$ cat config.mk
export PLATFORM = sky130hd
export DESIGN_NAME = sprite_quad_batcher_unit
export DESIGN_NICKNAME = d
export VERILOG_FILES = /design/src/rtl/sqb_pkg.sv /design/src/rtl/sqb_div.sv /design/src/rtl/sqb_front.sv /design/src/rtl/sqb_queue.sv /design/src/rtl/sqb_back.sv /design/src/rtl/sprite_quad_batcher_unit.sv
export SDC_FILE = /design/constraint.sdc
export NUM_CORES = 2
export LEC_CHECK = 0
export ABC_CLOCK_PERIOD_IN_PS = 11250
export BUFFER_PORTS_ARGS = -buffer_cell sky130_fd_sc_hd__buf_2
export CORE_MARGIN = 3
export CORE_UTILIZATION = 60
export CTS_CLUSTER_DIAMETER = 50
export DETAILED_ROUTE_END_ITERATION = 8
export HOLD_SLACK_MARGIN = 0.12
export PLACE_DENSITY = 0.78
export SLEW_MARGIN = 40
export SYNTH_ARGS = -nofsm -noshare
export SYNTH_HDL_FRONTEND = slang
export SYNTH_SLANG_ARGS = --single-unit
export TNS_END_PERCENT = 10
$ cat constraint.sdc
create_clock -name clk -period 11.25 [get_ports clk]
set_input_delay 0.5625 -clock clk [delete_from_list [all_inputs] [get_ports clk]]
set_output_delay 0.5625 -clock clk [all_outputs]
set_load 0.01 [all_outputs]
$ cat src/rtl/sqb_pkg.sv
// ----------------------------------------------------------------------------
// sqb_pkg
// Shared types and constants for the sprite quad batcher.
// ----------------------------------------------------------------------------
package sqb_pkg;

  localparam int MAX_BATCH_QUADS = 8192;
  localparam int TEXTURE_SLOTS   = 8;

  // input kinds
  localparam logic [1:0] KIND_SPRITE = 2'd0;
  localparam logic [1:0] KIND_BEGIN  = 2'd1;
  localparam logic [1:0] KIND_END    = 2'd2;

  // result kinds
  localparam logic [1:0] OUT_VERTEX = 2'd0;
  localparam logic [1:0] OUT_BIND   = 2'd1;
  localparam logic [1:0] OUT_DRAW   = 2'd2;

  localparam logic [15:0] INDEX_BUDGET = 16'(6 * MAX_BATCH_QUADS);
  localparam logic [3:0]  SLOT_COUNT   = 4'(TEXTURE_SLOTS);
  localparam logic [16:0] TEX_MAX      = 17'h1FFFF;
  localparam logic [16:0] TEX_ONE      = 17'h10000;

  typedef struct packed {
    logic [1:0]         kind;
    logic [31:0]        texture_id;
    logic [12:0]        texture_width;
    logic [12:0]        texture_height;
    logic signed [23:0] pos_x;
    logic signed [23:0] pos_y;
    logic [11:0]        cell_width;
    logic [11:0]        cell_height;
    logic [11:0]        cell_col;
    logic [11:0]        cell_row;
  } sqb_in_t;

  typedef struct packed {
    logic [1:0]         out_kind;
    logic signed [23:0] vert_x;
    logic signed [23:0] vert_y;
    logic [16:0]        tex_u;
    logic [16:0]        tex_v;
    logic [2:0]         slot;
    logic [31:0]        bound_texture;
    logic [15:0]        draw_indices;
    logic               last;
  } sqb_out_t;

  // classified item handed from front to back
  typedef struct packed {
    logic [1:0]         kind;
    logic [31:0]        texture_id;
    logic signed [23:0] pos_x;
    logic signed [23:0] pos_y;
    logic [12:0]        size_x;
    logic [12:0]        size_y;
    logic [16:0]        u0;
    logic [16:0]        u1;
    logic [16:0]        v0;
    logic [16:0]        v1;
  } sqb_item_t;

  typedef enum logic [2:0] {
    F_IDLE, F_MUL, F_LOAD, F_DIV, F_PUSH
  } sqb_front_state_t;

  typedef enum logic [2:0] {
    B_IDLE, B_START, B_FLUSH, B_LOOK, B_BIND, B_DRAW, B_VERT
  } sqb_back_state_t;

endpackage

$ cat src/rtl/sqb_div.sv
// ----------------------------------------------------------------------------
// sqb_div
// Restoring divider for one texture coordinate: (num << 16) / den, saturated.
// ----------------------------------------------------------------------------
module sqb_div import sqb_pkg::*; (
  input  logic        clk,
  input  logic        rst,
  input  logic        start,
  input  logic [23:0] num,
  input  logic [12:0] den,
  output logic        busy,
  output logic [16:0] quot
);

  logic [4:0]  cnt;
  logic [12:0] rem;
  logic [12:0] den_r;
  logic        low_bit;
  logic [13:0] trial;
  logic        fits;

  // one quotient bit per cycle
  assign trial = {rem, (cnt == 5'd17) ? low_bit : 1'b0};
  assign fits  = trial >= {1'b0, den_r};
  assign busy  = cnt != 5'd0;

  always_ff @(posedge clk) begin
    if (rst) begin
      cnt <= 5'd0;
    end else if (start) begin
      if (den == 13'd0 || {1'b0, num} >= {11'd0, den, 1'b0}) begin
        cnt <= 5'd0;
      end else begin
        cnt <= 5'd17;
      end
    end else if (busy) begin
      cnt <= cnt - 5'd1;
    end
  end

  // datapath
  always_ff @(posedge clk) begin
    if (start) begin
      den_r   <= den;
      low_bit <= num[0];
      rem     <= num[13:1];
      if (den == 13'd0) begin
        quot <= (num != 24'd0) ? TEX_MAX : 17'd0;
      end else if ({1'b0, num} >= {11'd0, den, 1'b0}) begin
        quot <= TEX_MAX;
      end else begin
        quot <= 17'd0;
      end
    end else if (busy) begin
      rem  <= fits ? 13'(trial - {1'b0, den_r}) : trial[12:0];
      quot <= {quot[15:0], fits};
    end
  end

endmodule

$ cat src/rtl/sqb_front.sv
// ----------------------------------------------------------------------------
// sqb_front
// Accepts items, works out quad size and atlas coordinates, queues the result.
// ----------------------------------------------------------------------------
module sqb_front import sqb_pkg::*; (
  input  logic      clk,
  input  logic      rst,
  input  logic      push,
  output logic      full,
  input  sqb_in_t   item,
  output logic      q_push,
  input  logic      q_full,
  output sqb_item_t q_item
);

  sqb_front_state_t state, state_next;
  sqb_in_t          cur;
  logic [23:0]      num [4];
  logic [16:0]      quot [4];
  logic [3:0]       busy;
  logic [12:0]      den [4];
  logic             div_start;
  logic             cell_mode;
  logic             accept;

  assign cell_mode = (cur.cell_width != 12'd0) || (cur.cell_height != 12'd0);
  assign accept    = push && !full;

  // next state
  always_comb begin
    state_next = state;
    case (state)
      F_IDLE: if (accept) state_next = F_MUL;
      F_MUL:  state_next = (cur.kind == KIND_SPRITE && cell_mode) ? F_LOAD : F_PUSH;
      F_LOAD: state_next = F_DIV;
      F_DIV:  if (busy == 4'd0) state_next = F_PUSH;
      F_PUSH: if (!q_full) state_next = F_IDLE;
      default: state_next = F_IDLE;
    endcase
  end

  // outputs
  always_comb begin
    full      = 1'b1;
    div_start = 1'b0;
    q_push    = 1'b0;
    case (state)
      F_IDLE:  full = 1'b0;
      F_LOAD:  div_start = 1'b1;
      F_PUSH:  q_push = !q_full;
      default: ;
    endcase
  end

  always_ff @(posedge clk) begin
    if (rst) begin
      state <= F_IDLE;
    end else begin
      state <= state_next;
    end
  end

  // capture item and products
  always_ff @(posedge clk) begin
    if (accept) begin
      cur <= item;
    end
    if (state == F_MUL) begin
      num[0] <= 24'(cur.cell_col * cur.cell_width);
      num[1] <= 24'(({1'b0, cur.cell_col} + 13'd1) * cur.cell_width);
      num[2] <= 24'(cur.cell_row * cur.cell_height);
      num[3] <= 24'(({1'b0, cur.cell_row} + 13'd1) * cur.cell_height);
    end
  end

  assign den[0] = cur.texture_width;
  assign den[1] = cur.texture_width;
  assign den[2] = cur.texture_height;
  assign den[3] = cur.texture_height;

  // one divider lane per coordinate
  for (genvar g = 0; g < 4; g++) begin : g_lane
    sqb_div u_div (
      .clk   (clk),
      .rst   (rst),
      .start (div_start),
      .num   (num[g]),
      .den   (den[g]),
      .busy  (busy[g]),
      .quot  (quot[g])
    );
  end

  // assemble queued item
  always_comb begin
    q_item.kind       = cur.kind;
    q_item.texture_id = cur.texture_id;
    q_item.pos_x      = cur.pos_x;
    q_item.pos_y      = cur.pos_y;
    q_item.size_x     = cell_mode ? {1'b0, cur.cell_width} : cur.texture_width;
    q_item.size_y     = cell_mode ? {1'b0, cur.cell_height} : cur.texture_height;
    q_item.u0         = cell_mode ? quot[0] : 17'd0;
    q_item.u1         = cell_mode ? quot[1] : TEX_ONE;
    q_item.v0         = cell_mode ? quot[2] : 17'd0;
    q_item.v1         = cell_mode ? quot[3] : TEX_ONE;
  end

endmodule

$ cat src/rtl/sqb_queue.sv
// ----------------------------------------------------------------------------
// sqb_queue
// Two-entry queue of classified items between front and back.
// ----------------------------------------------------------------------------
module sqb_queue import sqb_pkg::*; (
  input  logic      clk,
  input  logic      rst,
  input  logic      wr,
  input  sqb_item_t wr_data,
  output logic      q_full,
  input  logic      rd,
  output sqb_item_t rd_data,
  output logic      q_empty
);

  sqb_item_t  mem [2];
  logic       wr_ptr;
  logic       rd_ptr;
  logic [1:0] count;

  assign q_full  = count == 2'd2;
  assign q_empty = count == 2'd0;
  assign rd_data = mem[rd_ptr];

  // pointers and fill count
  always_ff @(posedge clk) begin
    if (rst) begin
      wr_ptr <= 1'b0;
      rd_ptr <= 1'b0;
      count  <= 2'd0;
    end else begin
      if (wr) wr_ptr <= ~wr_ptr;
      if (rd) rd_ptr <= ~rd_ptr;
      count <= count + {1'b0, wr} - {1'b0, rd};
    end
  end

  always_ff @(posedge clk) begin
    if (wr) begin
      mem[wr_ptr] <= wr_data;
    end
  end

endmodule

$ cat src/rtl/sqb_back.sv
// ----------------------------------------------------------------------------
// sqb_back
// Slot table, batch counters, flush sequencing and result emission.
// ----------------------------------------------------------------------------
module sqb_back import sqb_pkg::*; (
  input  logic      clk,
  input  logic      rst,
  input  sqb_item_t q_item,
  input  logic      q_empty,
  output logic      q_pop,
  output sqb_out_t  result,
  output logic      empty,
  input  logic      pop
);

  sqb_back_state_t state, state_next;
  logic [31:0]     slot_textures [TEXTURE_SLOTS];
  logic [3:0]      slots_used;
  logic [15:0]     index_total;
  logic [15:0]     vertex_total;
  logic            ret_look;
  logic [2:0]      bidx;
  logic [1:0]      k;
  logic [2:0]      slot_r;
  logic            out_valid;
  sqb_out_t        out_r;

  logic            emit_ok;
  logic            emit;
  sqb_out_t        emit_data;
  logic            clear_batch;
  logic            add_slot;
  logic            take_hit;
  logic            commit;
  logic            set_ret_look;
  logic            set_ret_done;
  logic            bidx_rst;
  logic            bidx_inc;
  logic            k_rst;
  logic            k_inc;
  logic            hit;
  logic [2:0]      hit_idx;
  logic            right;
  logic            top;
  logic signed [25:0] vx;
  logic signed [25:0] vy;

  function automatic logic signed [23:0] sat24(input logic signed [25:0] v);
    if (v > 26'sd8388607) begin
      sat24 = 24'sh7FFFFF;
    end else if (v < -26'sd8388608) begin
      sat24 = 24'sh800000;
    end else begin
      sat24 = v[23:0];
    end
  endfunction

  assign emit_ok = !out_valid || pop;
  assign empty   = !out_valid;
  assign result  = out_r;

  // slot search, lowest match wins
  always_comb begin
    hit     = 1'b0;
    hit_idx = 3'd0;
    for (int i = TEXTURE_SLOTS - 1; i >= 0; i--) begin
      if (4'(i) < slots_used && slot_textures[i] == q_item.texture_id) begin
        hit     = 1'b1;
        hit_idx = 3'(i);
      end
    end
  end

  // vertex corner
  assign right = (k == 2'd1) || (k == 2'd2);
  assign top   = k[1];
  assign vx = right ? 26'(q_item.pos_x) + $signed({6'd0, q_item.size_x, 7'd0})
                    : 26'(q_item.pos_x) - $signed({6'd0, q_item.size_x, 7'd0});
  assign vy = top   ? 26'(q_item.pos_y) + $signed({6'd0, q_item.size_y, 7'd0})
                    : 26'(q_item.pos_y) - $signed({6'd0, q_item.size_y, 7'd0});

  // next state
  always_comb begin
    state_next = state;
    case (state)
      B_IDLE: if (!q_empty) state_next = B_START;
      B_START: begin
        case (q_item.kind)
          KIND_SPRITE: state_next = (index_total >= INDEX_BUDGET) ? B_FLUSH : B_LOOK;
          KIND_END:    state_next = B_FLUSH;
          default:     state_next = B_IDLE;
        endcase
      end
      B_FLUSH: begin
        if (vertex_total == 16'd0) begin
          state_next = ret_look ? B_LOOK : B_IDLE;
        end else if (slots_used == 4'd0) begin
          state_next = B_DRAW;
        end else begin
          state_next = B_BIND;
        end
      end
      B_LOOK: begin
        if (!hit && slots_used >= SLOT_COUNT) begin
          state_next = B_FLUSH;
        end else begin
          state_next = B_VERT;
        end
      end
      B_BIND: if (emit_ok && ({1'b0, bidx} + 4'd1) == slots_used) state_next = B_DRAW;
      B_DRAW: if (emit_ok) state_next = ret_look ? B_LOOK : B_IDLE;
      B_VERT: if (emit_ok && k == 2'd3) state_next = B_IDLE;
      default: state_next = B_IDLE;
    endcase
  end

  // outputs and actions
  always_comb begin
    emit         = 1'b0;
    emit_data    = '0;
    clear_batch  = 1'b0;
    add_slot     = 1'b0;
    take_hit     = 1'b0;
    commit       = 1'b0;
    set_ret_look = 1'b0;
    set_ret_done = 1'b0;
    bidx_rst     = 1'b0;
    bidx_inc     = 1'b0;
    k_rst        = 1'b0;
    k_inc        = 1'b0;
    q_pop        = 1'b0;
    case (state)
      B_START: begin
        bidx_rst = 1'b1;
        case (q_item.kind)
          KIND_SPRITE: set_ret_look = 1'b1;
          KIND_BEGIN: begin
            clear_batch = 1'b1;
            q_pop       = 1'b1;
          end
          KIND_END: set_ret_done = 1'b1;
          default: q_pop = 1'b1;
        endcase
      end
      B_FLUSH: begin
        if (vertex_total == 16'd0) begin
          clear_batch = 1'b1;
          q_pop       = !ret_look;
        end
      end
      B_LOOK: begin
        k_rst    = 1'b1;
        bidx_rst = 1'b1;
        if (hit) begin
          take_hit = 1'b1;
        end else if (slots_used < SLOT_COUNT) begin
          add_slot = 1'b1;
        end
      end
      B_BIND: begin
        if (emit_ok) begin
          emit                    = 1'b1;
          emit_data.out_kind      = OUT_BIND;
          emit_data.slot          = bidx;
          emit_data.bound_texture = slot_textures[bidx];
          bidx_inc                = 1'b1;
        end
      end
      B_DRAW: begin
        if (emit_ok) begin
          emit                   = 1'b1;
          emit_data.out_kind     = OUT_DRAW;
          emit_data.draw_indices = index_total;
          emit_data.last         = !ret_look;
          clear_batch            = 1'b1;
          q_pop                  = !ret_look;
        end
      end
      B_VERT: begin
        if (emit_ok) begin
          emit               = 1'b1;
          emit_data.out_kind = OUT_VERTEX;
          emit_data.vert_x   = sat24(vx);
          emit_data.vert_y   = sat24(vy);
          emit_data.tex_u    = right ? q_item.u1 : q_item.u0;
          emit_data.tex_v    = top ? q_item.v1 : q_item.v0;
          emit_data.slot     = slot_r;
          emit_data.last     = k == 2'd3;
          k_inc              = 1'b1;
          commit             = k == 2'd3;
          q_pop              = k == 2'd3;
        end
      end
      default: ;
    endcase
  end

  // control registers
  always_ff @(posedge clk) begin
    if (rst) begin
      state        <= B_IDLE;
      slots_used   <= 4'd0;
      index_total  <= 16'd0;
      vertex_total <= 16'd0;
      out_valid    <= 1'b0;
      ret_look     <= 1'b0;
      bidx         <= 3'd0;
      k            <= 2'd0;
    end else begin
      state <= state_next;
      if (emit) begin
        out_valid <= 1'b1;
      end else if (pop) begin
        out_valid <= 1'b0;
      end
      if (set_ret_look) ret_look <= 1'b1;
      if (set_ret_done) ret_look <= 1'b0;
      if (bidx_rst) begin
        bidx <= 3'd0;
      end else if (bidx_inc) begin
        bidx <= bidx + 3'd1;
      end
      if (k_rst) begin
        k <= 2'd0;
      end else if (k_inc) begin
        k <= k + 2'd1;
      end
      if (clear_batch) begin
        slots_used   <= 4'd0;
        index_total  <= 16'd0;
        vertex_total <= 16'd0;
      end else begin
        if (add_slot) slots_used <= slots_used + 4'd1;
        if (commit) begin
          index_total  <= index_total + 16'd6;
          vertex_total <= vertex_total + 16'd4;
        end
      end
    end
  end

  // payload registers
  always_ff @(posedge clk) begin
    if (emit) begin
      out_r <= emit_data;
    end
    if (add_slot) begin
      slot_textures[slots_used[2:0]] <= q_item.texture_id;
      slot_r <= slots_used[2:0];
    end else if (take_hit) begin
      slot_r <= hit_idx;
    end
  end

endmodule

$ cat src/rtl/sprite_quad_batcher_unit.sv
// ----------------------------------------------------------------------------
// sprite_quad_batcher_unit
// Front: a cell-mode sprite passes the multiply, load, divide and push states;
// whole-texture sprites and batch markers skip load and divide. The front takes
// a new item only once it has queued the last; the back emits results (4
// vertices, plus slot binds and draw on flush) as its output register frees.
// Reset: synchronous rst clears the batch counters, queue and sequencers.
// ----------------------------------------------------------------------------
module sprite_quad_batcher_unit import sqb_pkg::*; (
  input  logic     clk,
  input  logic     rst,
  input  logic     push,
  output logic     full,
  input  sqb_in_t  item,
  output logic     empty,
  input  logic     pop,
  output sqb_out_t result
);

  sqb_item_t f_item;
  sqb_item_t b_item;
  logic      f_push;
  logic      q_full;
  logic      q_empty;
  logic      b_pop;

  // classify and compute coordinates
  sqb_front u_front (
    .clk    (clk),
    .rst    (rst),
    .push   (push),
    .full   (full),
    .item   (item),
    .q_push (f_push),
    .q_full (q_full),
    .q_item (f_item)
  );

  // decoupling queue
  sqb_queue u_queue (
    .clk     (clk),
    .rst     (rst),
    .wr      (f_push),
    .wr_data (f_item),
    .q_full  (q_full),
    .rd      (b_pop),
    .rd_data (b_item),
    .q_empty (q_empty)
  );

  // batching and result emission
  sqb_back u_back (
    .clk     (clk),
    .rst     (rst),
    .q_item  (b_item),
    .q_empty (q_empty),
    .q_pop   (b_pop),
    .result  (result),
    .empty   (empty),
    .pop     (pop)
  );

endmodule

==> metrics.yaml <==
status:
  status: "complete, no violations"
routing:
  viasPerCell: 5.85
  drt_iter0_drc: 4484
  wl_um: 180000
  drtAntennaViolNets: 0
  post_drt_wl_per_cell_um: 22.1
  post-route-drc-count: 0
  dr.pass1.iters: 5
  vias: 47479
critical_path:
  required_ns: 11.74
  worstSetupStartpoint: "u_front.cur[0]"
  crit_path_end_kind: "register"
  arrival_ns: 8.29
  rr_startpoint: "u_front.cur[0]"
  reg2reg_depth: 25
  r2r_slack_ns: 3.44
  reg2reg_to: "u_front.num[3][23]"
  crit_path_start_kind: "register"
  crit_end: "u_front.num[3][23]"
  crit_type: "register to register"
  crit_path_max_fanout: 17
sta:
  min_period_ns: 7.81
  tightest_slew_ns: 0.868
  finalSetupViolCount: 0
  tns_ns: 0
  hold_violations: 0
  fin_worst_skew_ns: 0.0560
  relSlewSlack_pct: 41.6
  finalCritPeriodShare_pct: 69.4
  rsz0062_at_grt: "false"
  finalMaxSlewViolations: 0
  fmax_ghz: 0.128
yosys:
  synth_common_cells: "1148 x edfxtp_1, 678 x inv_1, 474 x nand2_1"
  synth_seq_cells: 1222
  syn-num-nets: 6936
  yosysMostFrequentCell: "edfxtp_1"
  synth-seq-area-share_pct: 48.8
  synthCells: 5940
  async_reset_ff_share_pct: 0
  syn_area_sq_mm: 0.0737
  yosys.area.top_type: "edfxtp_1"
  synth_top_cell_area_share_pct: 46.8
  yosys_warnings: 0
  synth_edf_count: 1148
  synthTopCellsByArea: "edfxtp_1 47%, fa_1 12%, ha_1 7.0%"
  syn_avg_cell_area_sq_um: 12.4
  synth_cell_types: 80
  synthFlopType: "edfxtp_1"
power:
  p_leak_nw: 34.1
  fin_total_pwr_w: 0.0207
  cellPowerDensity_mw_per_mm2: 248
  peakVddDrop_v: 0.000277
floorplanning:
  rows: 127
  die_y_um: 357
  pin_count: 298
  core-area_sq_mm: 0.121
  die_w_um: 357
  start_util_pct: 61.0
  die-area_sq_mm: 0.127
cts:
  cts_sinks: 1222
  cts_max_level: 4
  cts_setup_buffers: 0
  cts_buffers: 139
  hold_buffers: 156
  cts_root_buf: "clkbuf_16"
  cts_tree: "built"
  post_cts_resized: 0
  path_clk_slew_ns: 0.06
  clock_latency_ns: 0.79
  cts_buffer_depth: 3
global_routing:
  gr-total-overflow: 0
  grt_pass1_vias: 49323
  grt_max_degree: 82
  antenna_found_initial: 7
  grt_usage_pct: 28.7
  grt_pass1_wl_um: 280000
job:
  drv_cap: 0
placed_design:
  gp_congestion: 0.927
  portBuffers: 296
  dp_hpwl_um: 123000
layout:
  area_growth_pct: 13.5
  layout.nets: 7393
  drive_gt1_share_pct: 12.9
  final_util_pct: 69.2
  nFillCells: 8269
hold_path:
  min_path_type: "input pin to register"
[worst min-delay path by stage]
stage,startpoint,to,slack [ns],cells past startpoint
6_report,push,u_front.state[0],0.22,3
5_1_grt,push,u_front.state[0],0.21,3
4_1_cts,push,u_front.state[0],0.15,3
3_5_place_dp,u_front.q_item[105],u_queue.mem[0][105],0.43,0
3_3_place_gp,u_front.q_item[128],u_queue.mem[1][128],0.42,0
2_1_floorplan,u_front.q_item[100],u_queue.mem[0][100],0.42,0
[sequential cells by signal, summed over array words and instances (netlist names), 3 cells and up, named ones only]
| register | flops |
|---|---|
| u_front.g_lane.u_div.low_bit | 4 |
| u_back.result | 135 |
| u_back.bidx | 3 |
| u_front.state | 3 |
| u_back.slot_textures | 256 |
| u_back.index_total | 15 |
| u_front.g_lane.u_div.cnt | 20 |
| u_front.g_lane.u_div.den_r | 26 |
| u_front.g_lane.u_div.quot | 68 |
| u_back.state | 3 |
| u_queue.mem | 352 |
| u_back.slots_used | 4 |
| u_back.slot_r | 3 |
| u_front.num | 96 |
| u_front.g_lane.u_div.rem | 52 |
| u_front.q_item | 82 |
| u_back.vertex_total | 14 |
| u_front.cur | 74 |
[metal layers]
layer / global-route usage [%] / part of all wire (%)
met1: 37.8 / 39
met2: 48.3 / 49
met3: 4.86 / 7.4
met4: 10.5 / 3.7
met5: 0 / 0.0061
[layout by cell type, fill, tap and decap left out, types with 26 or more instances in the layout]
cell type         n
clkbuf_16       139
fa_1            424
buf_2           296
nand4_1          52
nor2b_1         113
edfxtp_1       1148
xnor2_1         374
nor4_1           83
nand2b_1         27
mux2i_1         116
a211oi_1         31
xor2_1          115
nor2_1          255
ha_1            412
mux2_2           48
a21o_1          125
a21oi_1         193
o21a_1           33
nand2_1         473
buf_4            75
o21ai_0          97
nand3_1          75
dlygate4sd3_1   156
nor3_1           67
and2_1          291
mux4_2           98
or3_1            32
and3_1           26
dfxtp_1          69
inv_1           678
[cells by family after synthesis]
| group | share of synthesized area, % |
|---|---|
| simple gates | 10.6 |
| flops | 48.8 |
| buf+inv | 4.74 |
| fa+ha+maj | 18.5 |
| compound gates | 5.39 |
| xor+xnor | 5.95 |
| mux | 6.01 |
| other cells | 0.00509 |
[layout make-up]
cell class	count	area, sq um	share of cell area, %
sequential	1222	36000	43.0
multi-input combinational	3808	34500	41.3
timing repair buffer	546	3900	4.66
clock buffer	162	3560	4.26
inverter	680	2550	3.05
tap	1612	2020	2.41
clock inverter	89	1120	1.34
antenna	2	5.00	0.00598
[per-stage QoR]
| stage | worst slack, ns | std cells | hold slack [ns] | instance area, sq um |
|---|---|---|---|---|
| after floorplan | 1.93 | 5940 | 0.421 | 73700 |
| after global placement | 3.11 | 7701 | 0.423 | 77000 |
| after detailed placement | 3.39 | 7708 | 0.431 | 77300 |
| after CTS | 3.32 | 8115 | 0.150 | 83500 |
| after global routing | 3.08 | 8120 | 0.214 | 83700 |
| final | 3.44 | 8121 | 0.224 | 83700 |
[power breakdown]
group / internal, W / switching [W] / leakage, nW
registers: 0.00622 / 0.000397 / 11.5
clock network: 0.00263 / 0.00195 / 2.24
logic: 0.00418 / 0.00535 / 20.3
[critical path, cell delays in order (launching register included)]
cell	delay [ns]
edfxtp_1	0.68
buf_6	0.24
ha_1	0.19
nand3_1	0.11
nor2_1	0.21
nand2_1	0.13
xnor2_2	0.61
nand2_1	0.18
fa_1	0.57
fa_1	0.46
fa_1	0.54
inv_1	0.05
fa_1	0.47
inv_1	0.05
fa_1	0.47
inv_1	0.04
ha_1	0.21
or4_1	0.50
a21oi_1	0.20
o31ai_1	0.16
o211a_1	0.28
a41o_1	0.26
or4_1	0.43
a41o_1	0.24
a21oi_1	0.17
xnor2_1	0.08
(Power assumes the default switching activity.)
